$ cat src/hdl/gpp_pkg.sv
`timescale 1ns / 1ps

package gpp_pkg;

  // Step limit and ln(2) in Q0.32
  localparam logic [19:0] STEP_LIMIT = 20'd1000000;
  localparam logic [31:0] LN2_Q32    = 32'd2977044472;

  // Result status codes
  localparam logic [2:0] ST_EVENT     = 3'd0;
  localparam logic [2:0] ST_HORIZON   = 3'd1;
  localparam logic [2:0] ST_ZERO      = 3'd2;
  localparam logic [2:0] ST_LIMIT     = 3'd3;
  localparam logic [2:0] ST_RESTARTED = 3'd4;

  // Configuration register indexes
  localparam logic [2:0] CFG_BIRTH     = 3'd0;
  localparam logic [2:0] CFG_PREDATION = 3'd1;
  localparam logic [2:0] CFG_DEATH     = 3'd2;
  localparam logic [2:0] CFG_START_PREY = 3'd3;
  localparam logic [2:0] CFG_START_PRED = 3'd4;
  localparam logic [2:0] CFG_HORIZON   = 3'd5;

  // Iteration counts (value loaded is count - 1)
  localparam logic [5:0] LOG_ITERS_M1 = 6'd31;
  localparam logic [5:0] DIV_ITERS_M1 = 6'd45;

  typedef enum logic [4:0] {
    S_IDLE, S_EVAL, S_RESTART, S_MUL_PP, S_MUL_R1, S_MUL_R2, S_MUL_R3,
    S_SUM12, S_SUMTOT, S_ZCHK, S_LOG_INIT, S_LOG_SQ, S_LN_A, S_LN_B,
    S_LN_SUM, S_DIV_INIT, S_DIV_STEP, S_PICK_LO, S_PICK_HI, S_PICK_SUM,
    S_APPLY, S_PUBLISH
  } state_t;

  typedef enum logic [4:0] {
    CMD_NONE, CMD_LOAD, CMD_RESTART, CMD_MUL_PP, CMD_MUL_R1, CMD_MUL_R2,
    CMD_MUL_R3, CMD_SUM12, CMD_SUMTOT, CMD_LOG_INIT, CMD_LOG_SQ, CMD_LN_A,
    CMD_LN_B, CMD_LN_SUM, CMD_DIV_INIT, CMD_DIV_STEP, CMD_PICK_LO,
    CMD_PICK_HI, CMD_PICK_SUM, CMD_APPLY, CMD_PUBLISH
  } cmd_t;

  typedef struct packed {
    cmd_t       cmd;
    logic [2:0] code;
  } ctl_t;

  typedef struct packed {
    logic act_step;
    logic horizon_hit;
    logic limit_hit;
    logic total_zero;
    logic iter_last;
  } dp_stat_t;

endpackage

$ cat src/hdl/gpp_ctrl.sv
`timescale 1ns / 1ps

module gpp_ctrl (
  input  logic              clk,
  input  logic              rst,
  input  logic              in_valid,
  output logic              in_ready,
  output logic              out_valid,
  input  logic              out_ready,
  input  gpp_pkg::dp_stat_t st,
  output gpp_pkg::ctl_t     ctl
);

  gpp_pkg::state_t state, state_next;
  logic [2:0] code, code_next;
  logic       slot_free;

  assign slot_free = !out_valid || out_ready;
  assign in_ready  = (state == gpp_pkg::S_IDLE);

  // State and pending status code
  always_ff @(posedge clk) begin
    if (rst) begin
      state <= gpp_pkg::S_IDLE;
      code  <= gpp_pkg::ST_EVENT;
    end else begin
      state <= state_next;
      code  <= code_next;
    end
  end

  // Output holding register valid flag
  always_ff @(posedge clk) begin
    if (rst) begin
      out_valid <= 1'b0;
    end else if (state == gpp_pkg::S_PUBLISH && slot_free) begin
      out_valid <= 1'b1;
    end else if (out_ready) begin
      out_valid <= 1'b0;
    end
  end

  // Next state
  always_comb begin
    state_next = state;
    code_next  = code;
    case (state)
      gpp_pkg::S_IDLE: if (in_valid) state_next = gpp_pkg::S_EVAL;
      gpp_pkg::S_EVAL: begin
        if (!st.act_step) begin
          state_next = gpp_pkg::S_RESTART;
          code_next  = gpp_pkg::ST_RESTARTED;
        end else if (st.horizon_hit) begin
          state_next = gpp_pkg::S_PUBLISH;
          code_next  = gpp_pkg::ST_HORIZON;
        end else if (st.limit_hit) begin
          state_next = gpp_pkg::S_PUBLISH;
          code_next  = gpp_pkg::ST_LIMIT;
        end else begin
          state_next = gpp_pkg::S_MUL_PP;
        end
      end
      gpp_pkg::S_RESTART:  state_next = gpp_pkg::S_PUBLISH;
      gpp_pkg::S_MUL_PP:   state_next = gpp_pkg::S_MUL_R1;
      gpp_pkg::S_MUL_R1:   state_next = gpp_pkg::S_MUL_R2;
      gpp_pkg::S_MUL_R2:   state_next = gpp_pkg::S_MUL_R3;
      gpp_pkg::S_MUL_R3:   state_next = gpp_pkg::S_SUM12;
      gpp_pkg::S_SUM12:    state_next = gpp_pkg::S_SUMTOT;
      gpp_pkg::S_SUMTOT:   state_next = gpp_pkg::S_ZCHK;
      gpp_pkg::S_ZCHK: begin
        if (st.total_zero) begin
          state_next = gpp_pkg::S_PUBLISH;
          code_next  = gpp_pkg::ST_ZERO;
        end else begin
          state_next = gpp_pkg::S_LOG_INIT;
        end
      end
      gpp_pkg::S_LOG_INIT: state_next = gpp_pkg::S_LOG_SQ;
      gpp_pkg::S_LOG_SQ:   if (st.iter_last) state_next = gpp_pkg::S_LN_A;
      gpp_pkg::S_LN_A:     state_next = gpp_pkg::S_LN_B;
      gpp_pkg::S_LN_B:     state_next = gpp_pkg::S_LN_SUM;
      gpp_pkg::S_LN_SUM:   state_next = gpp_pkg::S_DIV_INIT;
      gpp_pkg::S_DIV_INIT: state_next = gpp_pkg::S_DIV_STEP;
      gpp_pkg::S_DIV_STEP: if (st.iter_last) state_next = gpp_pkg::S_PICK_LO;
      gpp_pkg::S_PICK_LO:  state_next = gpp_pkg::S_PICK_HI;
      gpp_pkg::S_PICK_HI:  state_next = gpp_pkg::S_PICK_SUM;
      gpp_pkg::S_PICK_SUM: state_next = gpp_pkg::S_APPLY;
      gpp_pkg::S_APPLY: begin
        state_next = gpp_pkg::S_PUBLISH;
        code_next  = gpp_pkg::ST_EVENT;
      end
      gpp_pkg::S_PUBLISH:  if (slot_free) state_next = gpp_pkg::S_IDLE;
      default:             state_next = gpp_pkg::S_IDLE;
    endcase
  end

  // Datapath commands
  always_comb begin
    ctl.code = code;
    case (state)
      gpp_pkg::S_IDLE:     ctl.cmd = in_valid ? gpp_pkg::CMD_LOAD : gpp_pkg::CMD_NONE;
      gpp_pkg::S_RESTART:  ctl.cmd = gpp_pkg::CMD_RESTART;
      gpp_pkg::S_MUL_PP:   ctl.cmd = gpp_pkg::CMD_MUL_PP;
      gpp_pkg::S_MUL_R1:   ctl.cmd = gpp_pkg::CMD_MUL_R1;
      gpp_pkg::S_MUL_R2:   ctl.cmd = gpp_pkg::CMD_MUL_R2;
      gpp_pkg::S_MUL_R3:   ctl.cmd = gpp_pkg::CMD_MUL_R3;
      gpp_pkg::S_SUM12:    ctl.cmd = gpp_pkg::CMD_SUM12;
      gpp_pkg::S_SUMTOT:   ctl.cmd = gpp_pkg::CMD_SUMTOT;
      gpp_pkg::S_LOG_INIT: ctl.cmd = gpp_pkg::CMD_LOG_INIT;
      gpp_pkg::S_LOG_SQ:   ctl.cmd = gpp_pkg::CMD_LOG_SQ;
      gpp_pkg::S_LN_A:     ctl.cmd = gpp_pkg::CMD_LN_A;
      gpp_pkg::S_LN_B:     ctl.cmd = gpp_pkg::CMD_LN_B;
      gpp_pkg::S_LN_SUM:   ctl.cmd = gpp_pkg::CMD_LN_SUM;
      gpp_pkg::S_DIV_INIT: ctl.cmd = gpp_pkg::CMD_DIV_INIT;
      gpp_pkg::S_DIV_STEP: ctl.cmd = gpp_pkg::CMD_DIV_STEP;
      gpp_pkg::S_PICK_LO:  ctl.cmd = gpp_pkg::CMD_PICK_LO;
      gpp_pkg::S_PICK_HI:  ctl.cmd = gpp_pkg::CMD_PICK_HI;
      gpp_pkg::S_PICK_SUM: ctl.cmd = gpp_pkg::CMD_PICK_SUM;
      gpp_pkg::S_APPLY:    ctl.cmd = gpp_pkg::CMD_APPLY;
      gpp_pkg::S_PUBLISH:  ctl.cmd = slot_free ? gpp_pkg::CMD_PUBLISH : gpp_pkg::CMD_NONE;
      default:             ctl.cmd = gpp_pkg::CMD_NONE;
    endcase
  end

endmodule

$ cat config.mk
export PLATFORM = sky130hd
export DESIGN_NAME = gpp_ctrl
export DESIGN_NICKNAME = d
export VERILOG_FILES = /design/src/hdl/gpp_pkg.sv /design/src/hdl/gpp_ctrl.sv
export SDC_FILE = /design/constraint.sdc
export NUM_CORES = 1
export LEC_CHECK = 0
export BUFFER_PORTS_ARGS = -buffer_cell sky130_fd_sc_hd__buf_2
export CORE_AREA = 2 2 73 47
export CTS_BUF_LIST = sky130_fd_sc_hd__clkbuf_8
export DETAILED_ROUTE_END_ITERATION = 8
export DIE_AREA = 0 0 75 49
export PLACE_DENSITY_LB_ADDON = 0.1
export SETUP_SLACK_MARGIN = 0.1
export SYNTH_ARGS = -nofsm -noshare
export SYNTH_HDL_FRONTEND = slang
export SYNTH_SLANG_ARGS = --single-unit
$ cat constraint.sdc
create_clock -name clk -period 2.4 [get_ports clk]
set_input_delay 0.36 -clock clk [delete_from_list [all_inputs] [get_ports clk]]
set_output_delay 0.36 -clock clk [all_outputs]
set_load 0.02 [all_outputs]
==> flow_metrics.tcl <==
set metrics [dict create \
    first_global_vias 962 \
    vias_per_cell 5.447 \
    setup_viol 0 \
    nets 164 \
    skew_ns 0.0009535 \
    cp_max_fo 20 \
    io_buffer_count 18 \
    outcome "finished, final reports clean" \
    fmax_mhz 462.3 \
    die_y_um 49 \
    synth_enable_flop_cells 0 \
    critPathLaunchType "flip-flop" \
    io_pins 19 \
    post-route-util_pct 37.46 \
    n_antenna_cell 0 \
    hold_class "input pin to flip-flop" \
    leakagePower_uw 0.0004637 \
    totalWireLength_um 2979 \
    clk_pin_slew_ns 0.04 \
    antenna_found_initial 0 \
    ys_warn_count 0 \
    rsz0062_at_grt "false" \
    std_cell_rows 16 \
    end_kind "primary output" \
    hpwl_um 2239 \
    grt.busiest_layer "met1" \
    crit_slowest_cell "dfxtp_1" \
    netlist_instances 137 \
    setup_tns_ns 0 \
    die_w_um 75 \
    finalMaxSlewViolations 0 \
    grt_overflow 0 \
    h-tree-depth 1 \
    cp_top_family "flip-flops" \
    synth_cell_types 42 \
    coreArea_sq_mm 0.003063 \
    finalCriticalPeriod_ns 2.163 \
    layout-drive-gt1-share_pct 24.03 \
    period_share_pct 90.13 \
    via_count 1084 \
    cp.arrival_ns 1.80 \
    required_ns 2.04 \
    ys_async_sr_fraction_pct 0 \
    relSlewSlack_pct 54.43 \
    drtIter0Drc 58 \
    remaining_drc_errors 0 \
    cts_resized 0 \
    synth_area_sq_um 950.9 \
    tritoncts "done" \
    syn-num-nets 146 \
    max_stage_delay_ns 0.75 \
    area_delta_synth_final_pct 20.66 \
    met2_usage_pct 23.10 \
    cts_max_path_buffers 2 \
    grt_max_degree 21 \
    worst-setup-path-type "flip-flop to primary output" \
    instances_no_fill 199 \
    crit_chain "nand2b_1 > a21oi_1 > o21ai_0 > o31ai_1 > buf_2" \
    track_usage_pct 17.43 \
    grt_pass1_wl_um 4933 \
    dr.pass1.iters 4 \
    wl_per_cell_um 14.97 \
    grtUsageMet1_pct 27.31 \
    numCtsBuffers 3 \
    avgSynthCellArea_sq_um 6.941 \
    placedCellCount 195 \
    power_density_mw_per_mm2 1396 \
    maxCapViolations 0 \
    drtAntennaViolNets 0 \
    yosysTopAreaCellShare_pct 18.95 \
    ys_ff_latch 9 \
    synthFlopType "dfxtp_1" \
    ctsHoldBuffers 0 \
    grt_use_met3_pct 4.959 \
    clock-sinks 9 \
    initial_core_util_pct 31.05 \
    clock-root-buffer "clkbuf_8" \
    worstSkewPairLatency_ns 0.23 \
    post_cts_buffers 0 \
    gp_congestion 0.8612 \
    yosysTopAreaCell "dfxtp_1" \
    synth_area_leaders "dfxtp_1 19%, a21oi_1 7.4%, nand2_1 6.3%" \
    ys_seq_area_share_pct 18.95 \
    design.die.area_sq_mm 0.003675 \
    path_buf_inv 1 \
    tightest_slew_ns 0.6826 \
    max-vdd-ir-drop_uv 448.9 \
    finalHoldViolations 0 \
]
[stage by stage]
stage / setup slack (ns) / cell area [sq um] / hold WS (ns) / total power, uW
final: 0.2370 / 1147 / 0.4394 / 1601
after global routing: 0.1623 / 1147 / 0.4765 / 1738
after CTS: 0.2375 / 1147 / 0.4394 / 1603
after detailed placement: 0.4777 / 1102 / 0.4709 / 1419
after global placement: 0.4858 / 1102 / 0.4825 / 1416
after floorplan: 0.4337 / 950.9 / 0.5541 / 1121
[final timing paths]
check	from	endpoint	slack, ns	depth (start not counted)
max	state[2]	ctl[4]	0.24	5
min	rst	state[2]	0.44	2
max reg2reg	state[2]	code[2]	0.46	5
min reg2reg	code[0]	code[0]	0.49	2
[routing by layer]
layer / up-vias / wire length (um)
met1: 514 / 1560
met3: 4 / 164
li1: 536 / -
met2: 30 / 1232
met5: - / 0
met4: 0 / 22
[sequential cells by signal (all words and copies together), names as in the netlist]
signal / cells
state: 5
out_valid: 1
code: 3
[area by class of cell]
class | instances | area [sq um]
Tap cell | 45 | 56.30
Multi-Input combinational cell | 110 | 684.4
Fill cell | 344 | 1916
Timing Repair Buffer | 26 | 162.7
Inverter | 5 | 18.77
Clock buffer | 3 | 41.29
Clock inverter | 1 | 3.754
Sequential cell | 9 | 180.2
[logic make-up after synthesis]
kind of cell	synth area share, %
AND/OR/NAND/NOR	36.19
AO/OA/AOI/OAI	33.55
buffers and inverters	9.078
flip-flops	18.95
multiplexers	2.237
[synthesized netlist by cell type, types with 3 or more instances]
cell / number
o21a_1: 3
nor2_1: 7
nand2_1: 16
nand3_1: 5
buf_2: 6
dfxtp_1: 9
o21ai_1: 4
o21ai_0: 10
clkbuf_1: 4
nand2b_1: 6
nor3_1: 5
a211oi_1: 4
a21oi_1: 14
inv_1: 4
nor2b_1: 9
[layout by cell type, fill, tap and decap left out, types with 2 or more instances in the layout]
| cell | netlist | layout |
|---|---|---|
| a211oi_1 | 4 | 4 |
| nor2b_1 | 9 | 9 |
| a32oi_1 | 2 | 2 |
| inv_1 | 4 | 5 |
| o21ai_1 | 4 | 4 |
| nand3_1 | 5 | 5 |
| clkbuf_8 | 0 | 3 |
| nor2_1 | 7 | 7 |
| buf_4 | 1 | 7 |
| a21oi_1 | 14 | 14 |
| buf_2 | 6 | 18 |
| nand2b_1 | 6 | 6 |
| dfxtp_1 | 9 | 9 |
| a31oi_1 | 2 | 2 |
| o21ai_0 | 10 | 10 |
| o21a_1 | 3 | 3 |
| nor3_1 | 5 | 5 |
| o22ai_1 | 2 | 2 |
| a22oi_1 | 2 | 2 |
| nand2_1 | 16 | 16 |
[power breakdown]
| group | switching [uW] | total [uW] | internal (uW) |
|---|---|---|---|
| logic | 611 | 1070 | 461 |
| clock network | 62.6 | 174 | 112 |
| registers | 155 | 355 | 200 |
Note: power is estimated with default switching activity, not from simulation.
